--- src/rtl/fqs_pkg.sv ---
// ----------------------------------------------------------------------------
// fqs_pkg
// Shared codes and the command/status bundles that connect the queue
// controller to its datapath.
// ----------------------------------------------------------------------------
package fqs_pkg;

    localparam int MODE_W    = 3;
    localparam int KIND_W    = 3;
    localparam int DATA_W    = 32;

    // operation codes of an input item
    typedef enum logic [MODE_W-1:0] {
        MODE_DEQ     = 3'd0,
        MODE_ENQ     = 3'd1,
        MODE_SIZE    = 3'd2,
        MODE_SEARCH  = 3'd3,
        MODE_DISPLAY = 3'd4
    } mode_t;

    // result kinds
    typedef enum logic [KIND_W-1:0] {
        KIND_SIZE      = 3'd0,
        KIND_FOUND     = 3'd1,
        KIND_NOT_FOUND = 3'd2,
        KIND_ELEMENT   = 3'd3,
        KIND_EMPTY     = 3'd4,
        KIND_DROPPED   = 3'd5
    } kind_t;

    // payload source of a single-item result
    typedef enum logic [1:0] {
        PSEL_VALUE = 2'd0,
        PSEL_KEY   = 2'd1,
        PSEL_OCC   = 2'd2,
        PSEL_ZERO  = 2'd3
    } psel_t;

    typedef struct packed {
        logic  take;       // capture the input value as search key
        logic  enq;        // write entry at back, advance back
        logic  deq;        // advance front
        logic  rd_start;   // read entry at front, clear walk count
        logic  rd_next;    // read next entry, bump walk count
        logic  res_set;    // stage a single-item result
        kind_t res_kind;
        psel_t res_psel;
        logic  out_res;    // move staged result into output register
        logic  out_elem;   // move read entry into output register
    } cmd_t;

    typedef struct packed {
        logic occ_zero;
        logic full;
        logic hit;         // entry just read equals key
        logic walk_last;   // entry just read is the newest one
        logic out_free;    // output register can take an item
    } sts_t;

endpackage

--- src/rtl/fqs_datapath.sv ---
// ----------------------------------------------------------------------------
// fqs_datapath
// Ring store, pointers, occupancy, walk counter and output register.
// ----------------------------------------------------------------------------
module fqs_datapath import fqs_pkg::*; #(
    parameter int DEPTH = 16
) (
    input  logic                     aclk,
    input  logic                     aresetn,
    input  logic signed [DATA_W-1:0] s_value,
    input  cmd_t                     cmd,
    output sts_t                     sts,
    output logic                     m_valid,
    input  logic                     m_ready,
    output logic [KIND_W-1:0]        m_kind,
    output logic signed [DATA_W-1:0] m_payload,
    output logic                     m_last
);

    localparam int AW = (DEPTH > 1) ? $clog2(DEPTH) : 1;
    localparam int CW = $clog2(DEPTH + 1);

    function automatic logic [AW-1:0] wrap_inc(input logic [AW-1:0] p);
        wrap_inc = (p == AW'(DEPTH - 1)) ? '0 : p + AW'(1);
    endfunction

    logic signed [DATA_W-1:0] mem [DEPTH];

    logic [AW-1:0]            front_reg, front_next;
    logic [AW-1:0]            back_reg,  back_next;
    logic [CW-1:0]            occ_reg,   occ_next;
    logic [AW-1:0]            pos_reg,   pos_next;
    logic [CW-1:0]            cnt_reg,   cnt_next;
    logic signed [DATA_W-1:0] key_reg;
    logic signed [DATA_W-1:0] rd_data_reg;
    logic [AW-1:0]            rd_addr;
    logic                     rd_en;
    kind_t                    res_kind_reg;
    logic signed [DATA_W-1:0] res_payload_reg, res_payload_next;
    logic                     m_valid_reg, m_valid_next;
    logic [KIND_W-1:0]        m_kind_reg;
    logic signed [DATA_W-1:0] m_payload_reg;
    logic                     m_last_reg;
    logic                     out_free;

    // pointer and occupancy update
    always_comb begin
        front_next = front_reg;
        back_next  = back_reg;
        occ_next   = occ_reg;
        if (cmd.enq) begin
            back_next = wrap_inc(back_reg);
            occ_next  = occ_reg + CW'(1);
        end else if (cmd.deq) begin
            front_next = wrap_inc(front_reg);
            occ_next   = occ_reg - CW'(1);
        end
    end

    // walk address
    always_comb begin
        pos_next = pos_reg;
        cnt_next = cnt_reg;
        rd_en    = cmd.rd_start | cmd.rd_next;
        rd_addr  = wrap_inc(pos_reg);
        if (cmd.rd_start) begin
            rd_addr  = front_reg;
            pos_next = front_reg;
            cnt_next = '0;
        end else if (cmd.rd_next) begin
            pos_next = wrap_inc(pos_reg);
            cnt_next = cnt_reg + CW'(1);
        end
    end

    always_comb begin
        case (cmd.res_psel)
            PSEL_VALUE: res_payload_next = s_value;
            PSEL_KEY:   res_payload_next = key_reg;
            PSEL_OCC:   res_payload_next = DATA_W'(occ_reg);
            PSEL_ZERO:  res_payload_next = '0;
            default:    res_payload_next = '0;
        endcase
    end

    assign out_free = !m_valid_reg || m_ready;

    always_comb begin
        m_valid_next = m_valid_reg;
        if (cmd.out_res || cmd.out_elem) begin
            m_valid_next = 1'b1;
        end else if (m_ready) begin
            m_valid_next = 1'b0;
        end
    end

    always_ff @(posedge aclk) begin
        if (!aresetn) begin
            front_reg   <= '0;
            back_reg    <= '0;
            occ_reg     <= '0;
            m_valid_reg <= 1'b0;
        end else begin
            front_reg   <= front_next;
            back_reg    <= back_next;
            occ_reg     <= occ_next;
            m_valid_reg <= m_valid_next;
        end
    end

    always_ff @(posedge aclk) begin
        pos_reg <= pos_next;
        cnt_reg <= cnt_next;
        if (cmd.take) begin
            key_reg <= s_value;
        end
        if (cmd.res_set) begin
            res_kind_reg    <= cmd.res_kind;
            res_payload_reg <= res_payload_next;
        end
        if (cmd.out_res) begin
            m_kind_reg    <= res_kind_reg;
            m_payload_reg <= res_payload_reg;
            m_last_reg    <= 1'b1;
        end else if (cmd.out_elem) begin
            m_kind_reg    <= KIND_ELEMENT;
            m_payload_reg <= rd_data_reg;
            m_last_reg    <= cnt_reg + CW'(1) == occ_reg;
        end
    end

    // ring store, one write and one registered read port
    always_ff @(posedge aclk) begin
        if (cmd.enq) begin
            mem[back_reg] <= s_value;
        end
        if (rd_en) begin
            rd_data_reg <= mem[rd_addr];
        end
    end

    assign sts.occ_zero  = occ_reg == '0;
    assign sts.full      = occ_reg == CW'(DEPTH);
    assign sts.hit       = rd_data_reg == key_reg;
    assign sts.walk_last = cnt_reg + CW'(1) == occ_reg;
    assign sts.out_free  = out_free;

    assign m_valid   = m_valid_reg;
    assign m_kind    = m_kind_reg;
    assign m_payload = m_payload_reg;
    assign m_last    = m_last_reg;

endmodule

--- src/rtl/fqs_ctrl.sv ---
// ----------------------------------------------------------------------------
// fqs_ctrl
// Queue controller: decodes the operation and sequences search and display
// walks over the ring store.
// ----------------------------------------------------------------------------
module fqs_ctrl import fqs_pkg::*; (
    input  logic              aclk,
    input  logic              aresetn,
    input  logic              s_valid,
    output logic              s_ready,
    input  logic [MODE_W-1:0] s_mode,
    input  sts_t              sts,
    output cmd_t              cmd
);

    typedef enum logic [3:0] {
        ST_IDLE = 4'b0001,
        ST_SRCH = 4'b0010,
        ST_DISP = 4'b0100,
        ST_RESP = 4'b1000
    } state_t;

    state_t state_reg, state_next;
    logic   accept;

    assign s_ready = state_reg == ST_IDLE;
    assign accept  = s_valid && s_ready;

    always_comb begin
        state_next   = state_reg;
        cmd.take     = accept;
        cmd.enq      = 1'b0;
        cmd.deq      = 1'b0;
        cmd.rd_start = 1'b0;
        cmd.rd_next  = 1'b0;
        cmd.res_set  = 1'b0;
        cmd.res_kind = KIND_SIZE;
        cmd.res_psel = PSEL_VALUE;
        cmd.out_res  = 1'b0;
        cmd.out_elem = 1'b0;
        case (state_reg)
            ST_IDLE: begin
                if (accept) begin
                    case (mode_t'(s_mode))
                        MODE_DEQ: begin
                            cmd.deq = !sts.occ_zero;
                        end
                        MODE_ENQ: begin
                            if (sts.full) begin
                                cmd.res_set  = 1'b1;
                                cmd.res_kind = KIND_DROPPED;
                                cmd.res_psel = PSEL_VALUE;
                                state_next   = ST_RESP;
                            end else begin
                                cmd.enq = 1'b1;
                            end
                        end
                        MODE_SIZE: begin
                            cmd.res_set  = 1'b1;
                            cmd.res_kind = KIND_SIZE;
                            cmd.res_psel = PSEL_OCC;
                            state_next   = ST_RESP;
                        end
                        MODE_SEARCH: begin
                            if (sts.occ_zero) begin
                                cmd.res_set  = 1'b1;
                                cmd.res_kind = KIND_NOT_FOUND;
                                cmd.res_psel = PSEL_VALUE;
                                state_next   = ST_RESP;
                            end else begin
                                cmd.rd_start = 1'b1;
                                state_next   = ST_SRCH;
                            end
                        end
                        MODE_DISPLAY: begin
                            if (sts.occ_zero) begin
                                cmd.res_set  = 1'b1;
                                cmd.res_kind = KIND_EMPTY;
                                cmd.res_psel = PSEL_ZERO;
                                state_next   = ST_RESP;
                            end else begin
                                cmd.rd_start = 1'b1;
                                state_next   = ST_DISP;
                            end
                        end
                        default: begin
                        end
                    endcase
                end
            end
            ST_SRCH: begin
                if (sts.hit) begin
                    cmd.res_set  = 1'b1;
                    cmd.res_kind = KIND_FOUND;
                    cmd.res_psel = PSEL_KEY;
                    state_next   = ST_RESP;
                end else if (sts.walk_last) begin
                    cmd.res_set  = 1'b1;
                    cmd.res_kind = KIND_NOT_FOUND;
                    cmd.res_psel = PSEL_KEY;
                    state_next   = ST_RESP;
                end else begin
                    cmd.rd_next = 1'b1;
                end
            end
            ST_DISP: begin
                if (sts.out_free) begin
                    cmd.out_elem = 1'b1;
                    if (sts.walk_last) begin
                        state_next = ST_IDLE;
                    end else begin
                        cmd.rd_next = 1'b1;
                    end
                end
            end
            ST_RESP: begin
                if (sts.out_free) begin
                    cmd.out_res = 1'b1;
                    state_next  = ST_IDLE;
                end
            end
            default: begin
                state_next = ST_IDLE;
            end
        endcase
    end

    always_ff @(posedge aclk) begin
        if (!aresetn) begin
            state_reg <= ST_IDLE;
        end else begin
            state_reg <= state_next;
        end
    end

endmodule

--- src/rtl/fifo_queue_with_search_unit.sv ---
// ----------------------------------------------------------------------------
// fifo_queue_with_search_unit
// First-in first-out queue of signed 32-bit values with size, search and
// display operations, built as a controller plus a ring-store datapath.
// ----------------------------------------------------------------------------
//
//  channel   direction  handshake            payload
//  s_        in         s_valid / s_ready    s_mode[2:0], s_value[31:0]
//  m_        out        m_valid / m_ready    m_kind[2:0], m_payload[31:0], m_last
//
//  dequeue, enqueue with room and unused codes produce no m_ item and keep s_ready high
//  size, dropped enqueue and the empty answers pass through the staged result register to m_
//  search stops at the first match or at the newest entry, display sends every entry:
//  both walk the ring store through its single registered read port,
//  one entry per cycle, a display walk only while the m_ register can take an item
//  aresetn (synchronous, active low) empties the queue; store contents persist
//  an m_ stall holds display walks and pending answers; s_ready is low while
//  one item is in work, but not while a finished item waits in the output
//
module fifo_queue_with_search_unit import fqs_pkg::*; #(
    parameter int DEPTH = 16
) (
    input  logic                     aclk,
    input  logic                     aresetn,
    input  logic                     s_valid,
    output logic                     s_ready,
    input  logic [MODE_W-1:0]        s_mode,
    input  logic signed [DATA_W-1:0] s_value,
    output logic                     m_valid,
    input  logic                     m_ready,
    output logic [KIND_W-1:0]        m_kind,
    output logic signed [DATA_W-1:0] m_payload,
    output logic                     m_last
);

    // command and status between controller and datapath
    cmd_t cmd;
    sts_t sts;

    // controller: operation decode and walk sequencing
    fqs_ctrl u_ctrl (
        .aclk    (aclk),
        .aresetn (aresetn),
        .s_valid (s_valid),
        .s_ready (s_ready),
        .s_mode  (s_mode),
        .sts     (sts),
        .cmd     (cmd)
    );

    // datapath: ring store, pointers, occupancy, output register
    fqs_datapath #(
        .DEPTH (DEPTH)
    ) u_datapath (
        .aclk      (aclk),
        .aresetn   (aresetn),
        .s_value   (s_value),
        .cmd       (cmd),
        .sts       (sts),
        .m_valid   (m_valid),
        .m_ready   (m_ready),
        .m_kind    (m_kind),
        .m_payload (m_payload),
        .m_last    (m_last)
    );

`ifndef ASSERT_OFF
    // a dequeue never blocks the next item
    a_deq_one_cycle: assert property (@(posedge aclk) disable iff (!aresetn)
        (s_valid && s_ready && s_mode == MODE_DEQ) |=> s_ready)
        else $error("dequeue held off the input channel");

    // occupancy can never be both zero and full
    a_occ_sane: assert property (@(posedge aclk) disable iff (!aresetn)
        !(sts.occ_zero && sts.full))
        else $error("occupancy flags conflict");

    // a reported size never exceeds the store depth
    a_size_range: assert property (@(posedge aclk) disable iff (!aresetn)
        (m_valid && m_kind == KIND_SIZE) |-> (m_payload <= DEPTH && m_payload >= 0))
        else $error("size result out of range");

    // the output register is loaded only when it is free
    a_no_overwrite: assert property (@(posedge aclk) disable iff (!aresetn)
        (cmd.out_res || cmd.out_elem) |-> (!m_valid || m_ready))
        else $error("output item overwritten");
`endif

endmodule
--- config.mk ---
export PLATFORM = sky130hd
export DESIGN_NAME = fifo_queue_with_search_unit
export DESIGN_NICKNAME = d
export VERILOG_FILES = /design/src/rtl/fqs_pkg.sv /design/src/rtl/fqs_datapath.sv /design/src/rtl/fqs_ctrl.sv /design/src/rtl/fifo_queue_with_search_unit.sv
export SDC_FILE = /design/constraint.sdc
export NUM_CORES = 1
export LEC_CHECK = 0
export ABC_CLOCK_PERIOD_IN_PS = 4400
export BUFFER_PORTS_ARGS = -buffer_cell sky130_fd_sc_hd__buf_4
export CAP_MARGIN = 20
export CORE_MARGIN = 10
export CORE_UTILIZATION = 50
export CTS_CLUSTER_DIAMETER = 60
export DETAILED_ROUTE_END_ITERATION = 10
export PLACE_DENSITY = 0.68
export SETUP_SLACK_MARGIN = 0.5
export SKIP_LAST_GASP = 1
export SYNTH_ARGS = -nofsm -noshare
export SYNTH_HDL_FRONTEND = slang
export SYNTH_HIERARCHICAL = 1
export SYNTH_SLANG_ARGS = --single-unit
--- constraint.sdc ---
create_clock -name aclk -period 4.4 [get_ports aclk]
set_input_delay 0.88 -clock aclk [delete_from_list [all_inputs] [get_ports aclk]]
set_output_delay 0.88 -clock aclk [all_outputs]
set_load 0.05 [all_outputs]
==> summary.md, run 1 <==
| Metric | Value |
|---|---|
| Routing usage on met1 | `0.2539` |
| Relative slew slack | `0.4507` |
| Worst-Skew Late Latency | `0.59 ns` |
| HPWL after DPL | `33.68 mm` |
| Clock Skews | `0.01358 ns` |
| P_leak | `slightly above 10 nW` |
| GRT Residual Overflow | `0` |
| ANT nets after route | `0` |
| Slew Viols, Final | `0` |
| Total GRT Usage | `0.1897` |
| CTS max path bufs | `3` |
| Post-synthesis sequential area ratio | `0.7487` |
| WP data arrival | `3.86 ns` |
| Register area | `20000 um2` |
| Clock Sinks | `just under 700` |
| Worst Tran Pin Value | `0.8240 ns` |
| Routed vias/inst | `slightly below 6` |
| Multi-input gate area | `6381 um2` |
| Met3 usage | `0.03962` |
| CP max FO | `26` |
| Die width | `251.1 um` |
| Worst path max stage delay | `roughly 0.57 ns` |
| PwrDens | `439.2 nW/um2` |
| Synth area leaders | `edfxtp_1 (73%), mux4_2 (11%), mux2i_1 (4.9%)` |
| CTS tree | `built` |
| Final Cycle Share | `0.8040` |
| Hold path cells | `1` |
| Worst vdd ir | `328.4 uV` |
| Startpoint Class | `flop` |
| Final setup fails | `0` |
| CP bufs+invs | `2` |
| Die area | `63070 um2` |
| Synth top cells by count | `edfxtp_1 (650), mux2i_1 (131), mux4_2 (128)` |
| #FFs+latches synth | `674` |
| Count leader, synth | `edfxtp_1` |
| Met2 Track Usage GR | `0.3101` |
| Async set or reset register ratio after synthesis | `0` |
| PortBufs | `76` |
| Maxcap violations | `0` |
| Family with the most delay on the worst path | `multiplexers` |
| Post-Syn Nets | `between 1000 and 1500` |
| Final setup TNS | `0 ns` |
| Max FFs per register | `512` |
| Initial core utilization | `0.5063` |
| Final Hold Viols | `0` |
| DRT Pass-1 Iters | `5` |
| Ratio of cells with drive above 1 in the final layout | `0.2792` |
| Setup WS pre-CTS | `just under 0.5 ns` |
| Setup crit end kind | `flop` |
| Hold_buf cts | `0` |
| # IOs | `77` |
| Hold_ws | `between 0.5 and 0.6 ns` |
| Vias in the first global route | `roughly 13000` |
| H-tree depth | `3` |
| F_max | `around 280 MHz` |
| Vias | `roughly 13000` |
| Largest net degree at the start of global routing | `38` |
| Core Rows | `84` |
| Most flop-heavy register | `u_datapath/mem` |
| Yosys cell types | `53` |
| Post-cts resize count | `0` |
| CTS Buf Count | `70` |
| DRT iter0 DRCs | `1133` |
| R2r worst-path depth | `9` |
| Worst hold path class | `reg2reg` |
| Yosys warnings | `6` |
| Clock period minus worst slack | `between 3 and 4 ns` |
| Synth Flop Type | `edfxtp_1` |
| Placeable core area | `52760 um2` |
| Area leader, netlist | `edfxtp_1` |
| Clk Tree Root Cell | `clkbuf_16` |
| Routed wire length | `between 50 and 60 mm` |
| Gr busiest metal | `met2` |
| WP depth | `9` |
| Status | `complete, no violations` |
| Fillers | `3811` |
| Synth Instances | `approximately 1300` |
| Number of flops mapped to enable cells by yosys | `between 600 and 700` |
| Crit path kind | `reg2reg` |
| Critical-path cell list | `nor4_1, nor2b_2, a211oi_2, buf_4, a21oi_4, buf_12, mux4_2, mux2i_1, mux2i_1` |
| Setup bufs post-CTS | `0` |
| RSZ-0062 raised after global routing | `no` |
| Die span in y | `about 250 um` |
| CP required | `around 4.7 ns` |
| DRC | `0` |
| Final Wtd Congestion | `0.7732` |
| Slowest cell on the critical path | `a21oi_4` |
| Clock Pin Slew Worst Setup and Hold Paths | `around 0.060 ns` |
| Most used cell, CP | `mux2i_1` |
| Final worst slack | `between 0.8 and 0.9 ns` |
| DR WL/cell | `roughly 27 um` |
| Post-layout nets | `roughly 1500` |
| Synthesized cell area | `roughly 27000 um2` |
| Top-area cell type share of the netlist area | `0.7307` |
| Initial antenna violation count | `3` |
| Synthesized area per cell | `20.47 um2` |
| First-pass GRT wire length | `around 88 mm` |
| Area grow syn2layout | `14.77%` |
[kinds of logic after synthesis]
family | count (synthesis) | share of synthesized area
and+or+nand+nor | 149 | 0.03035
muxes | 292 | 0.1709
xor gates and xnor gates | 51 | 0.01672
adders and majority gates | 11 | 0.005434
buffers and inverters | 75 | 0.01518
AOI/OAI and AO/OA | 53 | 0.01269
DFF | 674 | 0.7487
[layout by cell type (no fill, tap or decap), types with 9 or more instances in the layout]
| master | count |
|---|---|
| dfxtp_1 | 24 |
| buf_4 | 104 |
| buf_12 | 21 |
| mux2_2 | 32 |
| nor2_1 | 48 |
| ha_1 | 10 |
| and2_2 | 18 |
| nand2_1 | 22 |
| inv_1 | 11 |
| xor2_1 | 44 |
| mux2i_1 | 131 |
| o21ai_0 | 12 |
| clkbuf_1 | 19 |
| clkbuf_16 | 73 |
| a21oi_1 | 16 |
| clkinv_1 | 9 |
| edfxtp_1 | 650 |
| nor4_1 | 11 |
| mux4_2 | 128 |
[worst reg2reg max path, cell delays in order (launching register included)]
cell	delay (ns)
dfxtp_1	0.41
nor4_1	0.36
nor2b_2	0.40
a211oi_2	0.12
buf_4	0.21
a21oi_4	0.57
buf_12	0.33
mux4_2	0.57
mux2i_1	0.18
mux2i_1	0.10
[area by class of cell]
class	count	share of cell area
clock buffer	92	0.06191
antenna	1	0.00008162
timing repair buffer	126	0.03934
clock inverter	29	0.008530
multi-input combinational	556	0.2081
sequential	674	0.6523
tap	688	0.02808
inverter	13	0.001592
[metal layers]
layer / up-vias / routed length, um
met1: 6809 / 24570
met5: - / 20
met4: 2 / 1570
met3: 90 / 4164
li1: 5556 / -
met2: 440 / 29290
[power breakdown]
part	switching [W]	internal, W	total (W)
Sequential	0.0000471	0.00713	0.00718
Clock	0.00235	0.00328	0.00563
Combinational	0.000400	0.000261	0.000662
Total	0.00280	0.0107	0.0135
[final timing paths]
kind,startpoint,end,slack (ns)
max,u_datapath/occ_reg[0],u_datapath/rd_data_reg[13],0.86
min,u_datapath/res_kind_reg[1],u_datapath/m_kind[1],0.50
max reg2reg,u_datapath/occ_reg[0],u_datapath/rd_data_reg[13],0.86
min reg2reg,u_datapath/res_kind_reg[1],u_datapath/m_kind[1],0.50
[per-stage QoR]
stage	area, um2	instances	total power (W)	util
2_1_floorplan	26710	1305	0.007704	-
3_3_place_gp	28470	2055	0.007958	0.5396
3_5_place_dp	28470	2055	0.007978	0.5396
4_1_cts	30630	2176	0.01358	0.5805
5_1_grt	30660	2179	0.01389	0.5811
6_report	30660	2179	0.01347	0.5811
Power figures use the tool's default switching activity.
==> run 2, diff against run 1 <==
Settings changed: ABC_CLOCK_PERIOD_IN_PS 4400 to 3600.
Clock period 4.4 ns to 3.6 ns, I/O delays scaled along.
==> summary.md, run 2 (synthesis gave the netlist of run 1 again) <==
| Metric | Value |
|---|---|
| Die width | `251.1 um (unchanged)` |
| Worst-Skew Late Latency | `0.61 ns (+0.02 ns)` |
| Most common cell after layout, fill and taps aside | `edfxtp_1` |
| PwrDens | `529.2 nW/um2 (+20%)` |
| HPWL after DPL | `35.14 mm (+4.3%)` |
| PortBufs | `76 (unchanged)` |
| First-pass GRT wire length | `89.69 mm (+1.8%)` |
| Worst path max stage delay | `0.41 ns (-0.16 ns)` |
| Final setup TNS | `0 ns (unchanged)` |
| Family with the most delay on the worst path | `simple AND/OR/NAND/NOR gates` |
| Startpoint Class | `flop` |
| Clock period minus worst slack | `3.043 ns (-0.4951 ns)` |
| P_int | `0.01329 W (+25%)` |
| Vias | `13320 (+3.3%)` |
| Max FFs per register | `512 (unchanged)` |
| Final Wtd Congestion | `0.7706 (-0.34%)` |
| Maxcap violations | `0 (unchanged)` |
| Placeable core area | `52760 um2 (unchanged)` |
| Clock Skews | `0.02951 ns (+0.01593 ns)` |
| Final Cycle Share | `0.8452 (+0.04115)` |
| Fillers | `3698 (-3.0%)` |
| Total GRT Usage | `0.1938 (+0.004164)` |
| F_max | `328.7 MHz (+16%)` |
| Hold_buf cts | `0 (unchanged)` |
| Vias in the first global route | `13470 (+1.4%)` |
| Final setup fails | `0 (unchanged)` |
| Worst Tran Pin Value | `0.7258 ns (-0.09820 ns)` |
| Routed wire length | `62.20 mm (+4.3%)` |
| Register share of total power | `0.522 (-0.011)` |
| Slowest cell on the critical path | `nor3b_4` |
| Initial antenna violation count | `2 (-1)` |
| # IOs | `77 (unchanged)` |
| Clock Sinks | `674 (unchanged)` |
| Largest net degree at the start of global routing | `37 (-2.6%)` |
| Finished Cell Area | `31730 um2 (+3.5%)` |
| GRT Residual Overflow | `0 (unchanged)` |
| CTS Buf Count | `70 (unchanged)` |
| Final Hold Viols | `0 (unchanged)` |
| Clk Tree Root Cell | `clkbuf_16` |
| Worst hold path class | `in2reg` |
| Placed cell areas | `28940 um2 (+1.6%)` |
| Status | `complete, no violations` |
| Post-layout nets | `1559 (+4.6%)` |
| Die area | `63070 um2 (unchanged)` |
| Setup crit end kind | `flop` |
| CP required | `4.07 ns (-0.65 ns)` |
| Most flop-heavy register | `u_datapath/mem` |
| Relative slew slack | `0.5154 (+0.06476)` |
| Clock Pin Slew Worst Setup and Hold Paths | `0.06 ns (about the same)` |
| DR WL/cell | `27.64 um (+1.0%)` |
| Most used cell, CP | `inv_2` |
| P_leak | `10.65 nW (+5.0%)` |
| Routed vias/inst | `5.919 (about the same)` |
| DRT iter0 DRCs | `1330 (+17%)` |
| DRC | `0 (unchanged)` |
| Clock power frac | `0.423 (+0.005)` |
| CTS tree | `built` |
| Crit path kind | `reg2reg` |
| CP max FO | `8 (-69%)` |
| Worst vdd ir | `474.3 uV (+44%)` |
| Switch Pwr | `0.003505 W (+25%)` |
| CP bufs+invs | `2 (unchanged)` |
| Logic pwr share | `0.055 (+0.006)` |
| Initial core utilization | `0.5063 (unchanged)` |
| DRT Pass-1 Iters | `5 (unchanged)` |
| Critical-path cell list | `nor4b_4, nand2_2, inv_2, nand2b_4, nor3b_4, inv_2, ha_1, a21o_1, a21oi_2, mux2i_1, xor2_1, nor2_1` |
| Area grow syn2layout | `18.80%` |
| Die span in y | `251.1 um (unchanged)` |
| Ratio of cells with drive above 1 in the final layout | `0.3248 (+0.04560)` |
| Core Rows | `84 (unchanged)` |
| CTS max path bufs | `3 (unchanged)` |
| WP data arrival | `3.51 ns (-0.35 ns)` |
| Most frequent cells in the layout | `edfxtp_1 (650), buf_4 (145), mux4_2 (128), mux2i_1 (127), clkbuf_16 (75)` |
| ANT nets after route | `0 (unchanged)` |
| Sw Share | `0.2087 (+0.0008796)` |
| RSZ-0062 raised after global routing | `yes` |
| Slew Viols, Final | `0 (unchanged)` |
| H-tree depth | `3 (unchanged)` |
run 2: timing repair:
| action | 4_1_cts | 5_1_grt |
|---|---|---|
| gates cloned | 1 | 5 |
| buffers inserted | 7 | 31 |
| endpoints found under the hold margin | 0 | 0 |
| gates resized for setup | 10 | 13 |
| pin swaps | 5 | 2 |
| setup endpoints to repair | 169 | 269 |
run 2: cell type report:
type                       count  area [um2]  area share
sequential                   674       20010      0.6306
antenna                        1       2.502  0.00007886
clock inverter                33       379.1     0.01195
tap                          688       860.8     0.02713
timing repair buffer         192        2048     0.06455
multi-input combinational    558        6513      0.2052
clock buffer                  91        1872     0.05899
inverter                      13       48.80    0.001538
run 2: path summary, 6_finish.rpt:
check / startpoint / end / slack, ns / cells past startpoint
max reg2reg: u_ctrl/state_reg[1] / u_datapath/occ_reg[4] / 0.56 / 12
max: u_ctrl/state_reg[1] / u_datapath/occ_reg[4] / 0.56 / 12
min: aresetn / u_ctrl/state_reg[2] / 0.36 / 2
min reg2reg: u_datapath/res_kind_reg[1] / u_datapath/m_kind[1] / 0.51 / 1
run 2: stage by stage:
step	setup slack, ns	std cells	util	hold WS, ns	total power [W]
global placement	0.08485	2081	0.5484	0.4819	0.009780
CTS	0.5089	2213	0.5937	0.3294	0.01687
floorplan	0.3356	1305	-	0.4719	0.009422
global route	0.3991	2250	0.6015	0.3558	0.01730
detailed placement	0.03330	2081	0.5484	0.4942	0.009802
finish	0.5574	2250	0.6015	0.3555	0.01679
run 2: per-layer routing:
layer,GRT usage,part of all wire,up-vias
li1,-,-,5701
met1,0.2685,0.42,7029
met4,0.05852,0.022,2
met2,0.3069,0.48,499
met3,0.03983,0.073,87
met5,0,0.00016,-
run 2: power by group through the flow:
stage,Sequential (W),Clock (W),Combinational (W)
after global placement,0.00893,0,0.000850
after detailed placement,0.00893,0,0.000868
after global routing,0.00878,0.00755,0.000984
after CTS,0.00877,0.00722,0.000884
final,0.00877,0.00710,0.000919
after floorplan,0.00895,0,0.000472
